File: config.mk
export PLATFORM = sky130hd
export DESIGN_NAME = smrc_cell
export DESIGN_NICKNAME = d
export VERILOG_FILES = /design/src/design/smrc_pkg.sv /design/src/design/smrc_cell.sv
export SDC_FILE = /design/constraint.sdc
export NUM_CORES = 1
export LEC_CHECK = 0
export ABC_CLOCK_PERIOD_IN_PS = 3950
export BUFFER_PORTS_ARGS = -buffer_cell sky130_fd_sc_hd__buf_2
export CORE_ASPECT_RATIO = 0.75
export CORE_MARGIN = 3
export CORE_UTILIZATION = 45
export CTS_CLUSTER_DIAMETER = 80
export CTS_CLUSTER_SIZE = 25
export DETAILED_ROUTE_END_ITERATION = 7
export GPL_TIMING_DRIVEN = 0
export PLACE_DENSITY = 0.75
export SYNTH_ARGS = -nofsm -noshare
export SYNTH_HDL_FRONTEND = slang
export SYNTH_SLANG_ARGS = --single-unit
File: constraint.sdc
create_clock -name clk -period 3.95 [get_ports clk]
set_input_delay 0.79 -clock clk [delete_from_list [all_inputs] [get_ports clk]]
set_output_delay 0.79 -clock clk [all_outputs]
set_load 0.01 [all_outputs]
File: src/design/smrc_pkg.sv
package smrc_pkg;

	localparam int VALUE_W      = 31;
	localparam int COUNT_W      = 11;
	localparam int CAPACITY_DEF = 1024;

	localparam logic KIND_INSERT = 1'b0;
	localparam logic KIND_QUERY  = 1'b1;

	// Word walking down the cell row.
	typedef struct packed {
		logic                      act;    // slot holds a word
		logic                      ins;    // insert that will be stored
		logic                      drop;   // insert that found the store full
		logic                      found;  // first cell above the value has been passed
		logic signed [VALUE_W-1:0] value;  // inserted value or query threshold
		logic signed [VALUE_W-1:0] carry;  // value displaced by the insert
	} tok_t;

endpackage

File: src/design/smrc_cell.sv
module smrc_cell
	import smrc_pkg::*;
#(
	parameter int CNT_W = COUNT_W,
	parameter int IDX   = 0
) (
	input  logic             clk,
	input  logic             arst_n,
	input  logic             adv,
	input  tok_t             tok_in,
	input  logic [CNT_W-1:0] cnt_in,
	input  logic [CNT_W-1:0] pos_in,
	output tok_t             tok_out,
	output logic [CNT_W-1:0] cnt_out,
	output logic [CNT_W-1:0] pos_out
);

	localparam logic [CNT_W-1:0] IDX_C = CNT_W'(IDX);

	logic signed [VALUE_W-1:0] val_q;
	logic signed [VALUE_W-1:0] val_d;
	logic                      wr;
	logic                      occ;
	logic                      le;
	tok_t                      tok_d;
	tok_t                      tok_q;
	logic                      act_q;
	logic [CNT_W-1:0]          cnt_q;
	logic [CNT_W-1:0]          pos_q;
	logic [CNT_W-1:0]          pos_d;

	// The count seen by this word when it entered tells which cells are filled.
	assign occ = IDX_C < cnt_in;
	assign le  = val_q <= tok_in.value;

	always_comb begin
		tok_d = tok_in;
		pos_d = pos_in;
		val_d = val_q;
		wr    = 1'b0;
		if (tok_in.act) begin
			if (!tok_in.found && (!occ || !le)) begin
				// First cell holding a larger value, or the first empty one.
				tok_d.found = 1'b1;
				pos_d       = IDX_C;
				if (tok_in.ins) begin
					wr          = 1'b1;
					val_d       = tok_in.value;
					tok_d.carry = val_q;
				end
			end else if (tok_in.found && tok_in.ins && IDX_C <= cnt_in) begin
				// Behind the insert point every filled cell moves up by one.
				wr          = 1'b1;
				val_d       = tok_in.carry;
				tok_d.carry = val_q;
			end
		end
	end

	always_ff @(posedge clk or negedge arst_n) begin
		if (!arst_n) begin
			act_q <= 1'b0;
		end else if (adv) begin
			act_q <= tok_d.act;
		end
	end

	always_ff @(posedge clk) begin
		if (adv) begin
			tok_q <= tok_d;
			cnt_q <= cnt_in;
			pos_q <= pos_d;
		end
		if (adv && wr) begin
			val_q <= val_d;
		end
	end

	always_comb begin
		tok_out     = tok_q;
		tok_out.act = act_q;
	end

	assign cnt_out = cnt_q;
	assign pos_out = pos_q;

endmodule

# Yosys cells after proc, flatten, opt, wreduce, memory -nomap -nowiden
# Index checks and enable logic that the tools add are counted.
dict set report word_totals {
  output_inout_bits 88
  input_bits 91
  regBits 119
}
dict set report classes {
  n_eq_ne 1
  n_reduce_logical 10
  order_cmp 3
  mux 15
}
# operator count
set ops {}
lappend ops {{$mux 31} 7}
lappend ops {{$le 31x31->1} 1}
lappend ops {{$mux 11} 2}
lappend ops {{$le 1x11->1 const A} 1}
lappend ops {{$lt 1x11->1 const A} 1}
lappend ops {{$mux 1} 6}
lappend ops {{$logic_and 1x1->1} 4}
lappend ops {{$reduce_and 4->1} 1}
lappend ops {{$logic_not 1->1} 3}
lappend ops {{$ne 2x2->1 const B} 1}
lappend ops {{$reduce_bool 2->1} 1}
lappend ops {{$logic_or 1x1->1} 1}

# Depth between registers and ports, before layout
# Gate-level depths: netlist of the first run.
dict set report depth {
  depth_word 8
  depth_mapped 9
  depth_no_buf 8
}

# Worst setup path before layout of the first run
# OpenSTA, ideal clock, no wires.
dict set report synth_timing {
  path_kind {input -> register}
  startpoint {in tok_in[61] in the netlist's numbering}
  endpoint {reg val_q[0] (enable)}
  n_path_buf 1
  slack_ns -0.232
  setup_ns 0.419
  arrival_time_ns 3.763
  cell_stages 8
  t_required_ns 3.531
  cell_sequence {inv_1 > ha_1 > nand4_1 > or4_1 > a32oi_2 > o211ai_2 > buf_6 > nor2_1}
}
dict set report synth_between {
  elab_chain_len 8
  word_cells_on_any_way 10
  cone_classes {order compare (1); eq/ne (1); mux (2); reduce/logical (6)}
}
# element line
set synth_lines {}
lappend synth_lines {{start, declared} smrc_cell.sv:10} ;# input tok_t tok_in,
lappend synth_lines {{$le 31x31->1 (*)} smrc_cell.sv:34} ;# assign le = val_q <= tok_in.value;
lappend synth_lines {{$logic_not 1->1 (*)} smrc_cell.sv:42} ;# if (!tok_in.found && (!occ || !le)) begin
lappend synth_lines {{$logic_or 1x1->1 (*)} smrc_cell.sv:42}
lappend synth_lines {{$logic_and 1x1->1 (*)} smrc_cell.sv:42}
lappend synth_lines {{$mux 1} smrc_cell.sv:42}
lappend synth_lines {{$mux 1} smrc_cell.sv:41} ;# if (tok_in.act) begin
lappend synth_lines {{$logic_and 1x1->1} smrc_cell.sv:74} ;# if (adv && wr) begin
lappend synth_lines {{$reduce_and 4->1 (no source line) (*)} --}
lappend synth_lines {{end signal, assigned} smrc_cell.sv:75} ;# val_q <= val_d;
lappend synth_lines {{end, declared} smrc_cell.sv:20} ;# logic signed [VALUE_W-1:0] val_q;
# Mark *: on every way between the ends. The rest lies on a longest branch, timed or not.
# A chain may end at the register's enable or synchronous reset.

# Final worst setup path of the first run
dict set report layout_timing {
  startpoint {in tok_in[61] in the netlist's numbering}
  endpoint {reg val_q[14] (enable)}
}
# Same word-level chain as after synthesis.

==> flow_summary.toml, run 1 <==
[floorplanning]
fp.coreArea_um2 = 11270
die_h_um = 100.6
dieArea_um2 = 13290
ios = 179
die-width_um = 132.1
num_rows = 33
start_util_pct = 47.64

[placement]
post-dp-hpwl_um = 8759
io_buffers = 178
placed_area_um2 = 6515
globalplace.congestion = 0.7222

[setup_path]
worst_ep_required_time_ns = 4.05
cp_slowest_cell = "or4_1"
worst_r2r_path_depth = 8
r2r_start = "val_q[30]"
crit_arrival_ns = 3.51
worstPathCellList = "buf_2 -> inv_1 -> ha_1 -> nand4_1 -> or4_1 -> a32oi_2 -> o211ai_2 -> buf_6 -> nor2_4 -> buf_16"
start_kind = "primary input"
crit_type = "primary input to register"
r2r_setup_slack_ns = 0.67
worstPathMaxFanout = 18
worstSetupEndpointType = "register"
r2r-end = "val_q[14]"
max_stage_delay_ns = 0.63

[clock_network]
clk_root_buffer_cell = "clkbuf_16"
cts_tree = "built"
cts_sinks = 119
post_cts_resized = 0
cts_hold_buf = 0
post_cts_buffers = 0
path_clk_slew_ns = 0.06
htree_levels = 4
clock_latency_ns = 0.40
cts_buffers = 17
clock_path_buffers = 2

[synthesis]
synth_seq_cells = 119
syn_avg_cell_area_um2 = 16.18
synth.mux.area_fraction_pct = 13.42
synthesis.area_um2 = 5370
yosys_warnings = 0
synthCells = 332
synth_cell_type_count = 35
synth_simple_gate_area_share_pct = 3.495
synth_compound_area_share_pct = 5.336
post-synth-top-area-fraction_pct = 65.98
syn_nets = 454
yosysTopAreaCell = "edfxtp_1"
synth_top_family_by_area = "multiplexers"
yosys-top-cells-area = "edfxtp_1, mux2_2, ha_1"
synth_adder_area_share_pct = 7.223
synth_sequential_area_ratio_pct = 66.45
synth_xor_area_share_pct = 0

[routing]
vias = 3441
ant_nets = 0
drc = 0
wl_um = 11920
vias_per_cell = 4.909
drt_iter0_drc = 207
post_drt_wl_per_cell_um = 17.00
drt-pass1-iter-count = 4

[power_and_ir_drop]
finalPower_mw = 3.483
leakagePower_nw = 3.025
ir_worst_vdd_v = 0.0004257
powerDensity_nw_per_um2 = 488.8

[layout]
post-route-util_pct = 63.21
layout.nets = 653
area_growth_pct = 32.69
final_area_um2 = 7126
final_common_cell = "buf_2"
antenna_cells = 0
mostFrequentLayoutCells = "buf_2, edfxtp_1, mux2_2"
layout-drive-gt1-share_pct = 52.02

[global_route]
track_usage_pct = 18.23
grt_max_degree = 49
grt_pass1_wl_um = 18680
antenna_found_initial = 1
grt_pass1_vias = 3600
grt_overflow_total = 0

[hold_path]
min_path_type = "primary input to asynchronous set/reset pin"

[run]
drv_cap = 0

[timing]
finalSetupViolations = 0
period_needed_ns = 3.410
tightest_slew_ns = 0.6871
fmax_mhz = 293.3
skew_ns = 0.006081
rsz0062_at_grt = "false"
slew_viol_final = 0
min_period_over_period_pct = 86.33
hold_viol_final = 0
slew_headroom_pct = 53.01

[status]
status = "complete, no violations"
==> cells in the mapped netlist <==
| cell type | count |
|---|---|
| a2bb2oi_1 | 2 |
| o31ai_1 | 1 |
| mux2_4 | 3 |
| nand4b_1 | 1 |
| mux2_1 | 1 |
| nand2_1 | 5 |
| ha_1 | 31 |
| a211oi_1 | 1 |
| inv_1 | 35 |
| buf_2 | 1 |
| nand3b_1 | 1 |
| buf_4 | 1 |
| nand2b_1 | 2 |
| nor3_1 | 2 |
| mux2_2 | 59 |
| o211ai_2 | 2 |
| nand4_1 | 8 |
| and3_1 | 1 |
| o21a_1 | 1 |
| or2_1 | 1 |
| nand3_1 | 1 |
| a21oi_1 | 13 |
| edfxtp_1 | 118 |
| and2_1 | 1 |
| o21ai_0 | 7 |
| a2111oi_0 | 1 |
| a32oi_2 | 1 |
| dfrtp_1 | 1 |
| nor2_1 | 6 |
| or4_1 | 2 |
| buf_6 | 6 |
| o31a_1 | 11 |
| clkbuf_1 | 2 |
| nor4_1 | 2 |
| nor2b_1 | 1 |
==> sequential cells by signal, summed over array words and instances, names as in the netlist <==
name	cells
tok_out	65
cnt_out	11
val_q	31
act_q	1
pos_out	11
==> kinds of logic (layout without fill, tap and decap cells) <==
kind of cell    count (synthesis)  in the layout
fa+ha+maj                      31             31
mux                            63             63
compound gates                 40             40
flops                         119            119
buf+inv                        45            257
simple gates                   34             34
==> worst max-delay path: cells and delay by family <==
family / cells / cell delay [ns]
compound gates: 2 / 0.51
fa+ha+maj: 1 / 0.36
buf+inv: 4 / 0.59
simple gates: 3 / 1.23
==> routing by layer <==
| metal | global-route usage (%) | part of all wire (%) | vias up | wire (µm) |
|---|---|---|---|---|
| li1 | - | - | 1683 | - |
| met1 | 24.19 | 46 | 1608 | 5460 |
| met2 | 28.64 | 46 | 136 | 5478 |
| met3 | 6.287 | 7.4 | 12 | 885 |
| met4 | 5.569 | 0.68 | 2 | 81 |
| met5 | 0 | 0.11 | - | 13 |
==> how the worst max path moves through the flow <==
stage | start | to | slack [ns] | cells past startpoint
finish | tok_in[61] | val_q[14] | 0.54 | 10
global route | tok_in[61] | val_q[14] | 0.37 | 10
CTS | tok_in[61] | val_q[11] | 0.50 | 10
detailed placement | tok_in[61] | val_q[13] | 0.10 | 10
global placement | tok_in[61] | val_q[13] | -0.67 | 9
floorplan | tok_in[61] | val_q[0] | 0.29 | 8
==> through the flow <==
step,hold slack (ns),setup WS (ns),instances,setup TNS [ns]
floorplan,0.4819,0.2947,332,0
global placement,0.4948,-0.6682,667,-20.69
detailed placement,0.5055,0.1026,669,0
CTS,0.1331,0.4993,701,0
global route,0.1370,0.3669,701,0
finish,0.1498,0.5399,701,0
==> final cells by class <==
cell class / count / area, µm²
fill: 861 / 4146
sequential: 119 / 3568
multi-input combinational: 168 / 1590
timing repair buffer: 180 / 940.9
clock buffer: 17 / 425.4
tap: 157 / 196.4
clock inverter: 15 / 185.2
inverter: 35 / 131.4
buffer: 10 / 87.58
==> power by group <==
group	switching (mW)	internal [mW]	leakage, nW
Sequential	0.0205	1.49	1.15
Combinational	0.203	0.184	1.59
Clock	0.542	1.04	0.287
Total	0.766	2.72	3.02
(Power assumes the default switching activity.)
==> inputs of run 2 (changes only) <==
--- a/config.mk
+++ b/config.mk
@@ -7,7 +7,6 @@
 export LEC_CHECK = 0
 export ABC_CLOCK_PERIOD_IN_PS = 3950
 export BUFFER_PORTS_ARGS = -buffer_cell sky130_fd_sc_hd__buf_2
-export CORE_ASPECT_RATIO = 0.75
 export CORE_MARGIN = 3
 export CORE_UTILIZATION = 45
 export CTS_CLUSTER_DIAMETER = 80
==> run 2 against run 1 <==
- combinational power shrank 1%
- routed wire length shrank 3.8%
- utilization shrank 1.8 points
- clock power shrank 3%
- hold slack gained 0.0051 ns
- clock skew grew 0.0013 ns
- largest cell class unchanged
- largest power group unchanged
==> flow_summary.toml, run 2 (synthesis results as in run 1) <==
[status]
status = "complete, no violations"

[floorplanning]
num_rows = 39
die-width_um = 115.2
ios = 179
dieArea_um2 = 13280
fp.coreArea_um2 = 11560
start_util_pct = 46.44
die_h_um = 115.2

[placement]
placed_area_um2 = 6505
globalplace.congestion = 0.7457
dp_slack_ns = 0.005370
io_buffers = 178
post-dp-hpwl_um = 8548

[layout]
final_area_um2 = 7099
final_common_cell = "buf_2"
layout.nets = 653
mostFrequentLayoutCells = "buf_2, edfxtp_1, mux2_2"
layout-drive-gt1-share_pct = 51.57
largest_reg_flops = 65
post-route-util_pct = 61.39
area_growth_pct = 32.20

[global_route]
grt_overflow_total = 0
grt_pass1_vias = 3557
track_usage_pct = 17.65
grt_max_degree = 57
grt_pass1_wl_um = 17610
antenna_found_initial = 1

[routing]
drt_iter0_drc = 283
wl_um = 11470
vias_per_cell = 5.066
post_drt_wl_per_cell_um = 16.69
ant_nets = 0
drc = 0
drt-pass1-iter-count = 6
vias = 3480

[power_and_ir_drop]
pwr-share-comb_pct = 11.1
powerDensity_nw_per_um2 = 484.4
swShare_pct = 21.14
ir_worst_vdd_v = 0.0002266
leakagePower_nw = 3.030
power.share.clock_pct = 45.0
power_switching_uw = 726.9
p_int_mw = 2.712
seqPwrFrac_pct = 43.9

[clock_network]
cts_buffers = 17
clock_latency_ns = 0.41
clk_root_buffer_cell = "clkbuf_16"
path_clk_slew_ns = 0.05
cts_hold_buf = 0
htree_levels = 4
post_cts_buffers = 0
cts_tree = "built"
post_cts_resized = 0
clock_path_buffers = 2
cts_sinks = 119

[setup_path]
cp_slowest_cell = "or4_1"
max_stage_delay_ns = 0.65
worstPathCellList = "buf_2 -> inv_1 -> ha_1 -> nand4_1 -> or4_1 -> a32oi_2 -> o211ai_2 -> buf_6 -> nor2_4 -> buf_16"
start_kind = "primary input"
worst_ep_required_time_ns = 4.06
crit_type = "primary input to register"
worstSetupEndpointType = "register"
worstPathMaxFanout = 17
crit_arrival_ns = 3.59

[hold_path]
min_path_type = "primary input to asynchronous set/reset pin"

[timing]
finalWorstSetupSlack_ns = 0.4689
tightest_slew_ns = 0.5345
hold_viol_final = 0
skew_ns = 0.007383
slew_headroom_pct = 63.45
rsz0062_at_grt = "false"
finalSetupViolations = 0
period_needed_ns = 3.481
min_period_over_period_pct = 88.13
slew_viol_final = 0
fmax_mhz = 287.3

[run]
drv_cap = 0
## run 2: through the flow
step / instances / TNS, ns / hold slack, ns / total power [mW]
5_1_grt: 687 / 0 / 0.1309 / 3.586
3_5_place_dp: 655 / 0 / 0.5339 / 1.923
2_1_floorplan: 332 / 0 / 0.4819 / 1.737
6_report: 687 / 0 / 0.1549 / 3.439
3_3_place_gp: 653 / -22.24 / 0.4937 / 1.907
4_1_cts: 686 / 0 / 0.1368 / 3.480
## run 2: routing by layer
layer / wire, µm / up-vias / GRT usage (%)
li1: - / 1686 / -
met1: 4805 / 1639 / 21.30
met2: 5625 / 140 / 28.51
met3: 878 / 15 / 6.158
met4: 159 / 0 / 8.059
met5: 0 / - / 0
## run 2: path summary, 6_finish.rpt
path	start	endpoint	slack (ns)	cells past startpoint
worst max-delay path	tok_in[61]	val_q[1]	0.47	10
worst min-delay path	arst_n	act_q	0.15	1
worst max register to register	val_q[30]	val_q[1]	0.58	8
worst min register to register	act_q	act_q	0.53	1
max in group asynchronous	arst_n	act_q	3.71	1
min in group clk	act_q	act_q	0.53	1
## run 2: power groups by stage
stage               logic [mW]  clock network (mW)  registers (mW)
global route             0.425                1.64            1.52
finish                   0.383                1.55            1.51
detailed placement       0.389                   0            1.53
CTS                      0.390                1.58            1.51
floorplan                0.163                   0            1.57
global placement         0.372                   0            1.53
## run 2: worst max-delay path: cells and delay by family
family / cells / cell delay, ns
AND/OR/NAND/NOR: 3 / 1.32
buffers and inverters: 4 / 0.60
AO/OA/AOI/OAI: 2 / 0.51
adder cells (fa/ha/maj): 1 / 0.35
## run 2: layout make-up
cell class              count  area [µm²]
well taps                 143       178.9
flip-flops and latches    119        3568
plain buffers              10       87.58
fillers                   914        4466
multi-input cells         168        1590
inverters                  35       131.4
diodes                      1       2.502
repair buffers            180       948.4
clock inverters            12       158.9
clock buffers              19       432.9
==> inputs of run 3 (changes only) <==
--- a/config.mk
+++ b/config.mk
@@ -8,12 +8,11 @@
 export ABC_CLOCK_PERIOD_IN_PS = 3950
 export BUFFER_PORTS_ARGS = -buffer_cell sky130_fd_sc_hd__buf_2
 export CORE_MARGIN = 3
-export CORE_UTILIZATION = 45
+export CORE_UTILIZATION = 27
 export CTS_CLUSTER_DIAMETER = 80
 export CTS_CLUSTER_SIZE = 25
 export DETAILED_ROUTE_END_ITERATION = 7
 export GPL_TIMING_DRIVEN = 0
-export PLACE_DENSITY = 0.75
 export SYNTH_ARGS = -nofsm -noshare
 export SYNTH_HDL_FRONTEND = slang
 export SYNTH_SLANG_ARGS = --single-unit
==> run 3 against run 2 <==
- sequential power hardly changed
- first-iteration DRC count is 73% lower
- hold slack better by 0.0038 ns
- global-route usage is 5.0 points lower
- maximum frequency is 2.2% higher
- non-clock buffer count stayed put
- critical endpoint is now tok_out[29]
==> flow_summary.toml, run 3 (synthesis results as in run 1) <==
[status]
status = "complete, no violations"

[routing]
drt_iter0_drc = 77
drt-pass1-iter-count = 4
drc = 0
vias = 3481
wl_um = 13370
post_drt_wl_per_cell_um = 16.62
ant_nets = 0
vias_per_cell = 4.330

[timing]
min_period_over_period_pct = 86.25
skew_ns = 0.01087
fin_setup_tns_ns = 0
fmax_mhz = 293.5
period_needed_ns = 3.407
slew_viol_final = 0
finalSetupViolations = 0
tightest_slew_ns = 0.9443
rsz0062_at_grt = "false"
hold_viol_final = 0
slew_headroom_pct = 35.42
finalWorstSetupSlack_ns = 0.5431

[floorplanning]
fp.coreArea_um2 = 19140
start_util_pct = 28.05
die-width_um = 147.0
ios = 179
dieArea_um2 = 21620
num_rows = 50
die_h_um = 147.0

[power_and_ir_drop]
leakagePower_nw = 2.990
powerDensity_nw_per_um2 = 459.1
ir_worst_vdd_v = 0.0002580

[placement]
placed_area_um2 = 6636
dp_slack_ns = 0.09406
io_buffers = 178
globalplace.congestion = 0.7396
post-dp-hpwl_um = 9949

[setup_path]
max_stage_delay_ns = 0.83
worst_r2r_path_depth = 8
start_kind = "primary input"
crit_arrival_ns = 3.56
worst_ep_required_time_ns = 4.10
cp_slowest_cell = "a2111oi_0"
r2r_start = "val_q[12]"
worstPathMaxFanout = 10
crit_type = "primary input to register"
worstSetupEndpointType = "register"
r2r_setup_slack_ns = 0.67
r2r-end = "tok_out[29]"
worstPathCellList = "buf_2 -> inv_1 -> ha_1 -> a21oi_1 -> nor2_1 -> a2111oi_0 -> a32oi_2 -> o211ai_2 -> buf_6 -> mux2_2"

[layout]
largest_reg_flops = 65
area_growth_pct = 33.32
final_area_um2 = 7159
multi_input_area_um2 = 1590
layout.nets = 653
seq_area_um2 = 3568
layout-drive-gt1-share_pct = 51.47
antenna_cells = 0
mostFrequentLayoutCells = "buf_2, edfxtp_1, mux2_2"
final_common_cell = "buf_2"
fillers = 1886

[clock_network]
post_cts_buffers = 0
clock_latency_ns = 0.41
clk_root_buffer_cell = "clkbuf_16"
cts_tree = "built"
post_cts_resized = 0
cts_buffers = 17
cts_hold_buf = 0
cts_sinks = 119
clock_path_buffers = 2
path_clk_slew_ns = 0.05
htree_levels = 4

[global_route]
antenna_found_initial = 1
track_usage_pct = 12.66
grt_max_degree = 49
grt_overflow_total = 0
grt_pass1_wl_um = 20910
grt_pass1_vias = 3763

[run]
drv_cap = 0

[hold_path]
min_path_type = "primary input to asynchronous set/reset pin"
[run 3: cell count changes in the layout (fill, tap and decap cells not counted), sizes merged]
| cell | before | now |
|---|---|---|
| bufinv | 4 | 1 |
| diode | 1 | 0 |
| clkinvlp | 1 | 2 |
| clkbuf | 21 | 22 |
| clkinv | 7 | 9 |
[run 3: cell type report]
cell class,instances,share of cell area [%]
Timing Repair Buffer,180,13.04
Tap cell,260,4.544
Multi-Input combinational cell,168,22.21
Clock buffer,20,6.099
Sequential cell,119,49.84
Clock inverter,12,1.206
Buffer,10,1.223
Inverter,35,1.835
[run 3: per-stage QoR]
stage / hold WS [ns] / total power [mW] / util (%) / instances
floorplan: 0.4819 / 1.737 / - / 332
CTS: 0.1371 / 3.341 / 37.40 / 804
global route: 0.1320 / 3.442 / 37.40 / 804
detailed placement: 0.4983 / 1.934 / 34.67 / 772
finish: 0.1587 / 3.287 / 37.40 / 804
global placement: 0.4962 / 1.921 / 34.42 / 770
[run 3: per-layer routing]
metal	wire length, µm	vias up	track usage [%]
li1	-	1680	-
met1	6021	1648	15.70
met2	6218	137	20.44
met3	969	14	4.966
met4	142	2	3.914
met5	13	-	0
[run 3: how the worst max path moves through the flow]
stage | cells past startpoint | startpoint | endpoint | slack, ns
global placement | 9 | tok_in[61] | val_q[9] | -0.81
floorplan | 8 | tok_in[61] | val_q[0] | 0.29
finish | 10 | tok_in[43] | tok_out[29] | 0.54
detailed placement | 10 | tok_in[61] | val_q[9] | 0.09
global route | 10 | tok_in[61] | val_q[8] | 0.41
CTS | 10 | tok_in[61] | val_q[10] | 0.54
[run 3: where the power goes]
part / leakage, nW / total, mW / internal [mW] / switching [mW]
combinational: 1.59 / 0.391 / 0.183 / 0.208
sequential: 1.15 / 1.51 / 1.49 / 0.0209
clock: 0.256 / 1.39 / 0.849 / 0.537
[run 3: worst max-delay path: cells and delay by family]
family | cells | cell delay (ns)
AO/OA/AOI/OAI | 4 | 1.66
buffers and inverters | 3 | 0.39
multiplexers | 1 | 0.37
adder cells (fa/ha/maj) | 1 | 0.30
AND/OR/NAND/NOR | 1 | 0.05
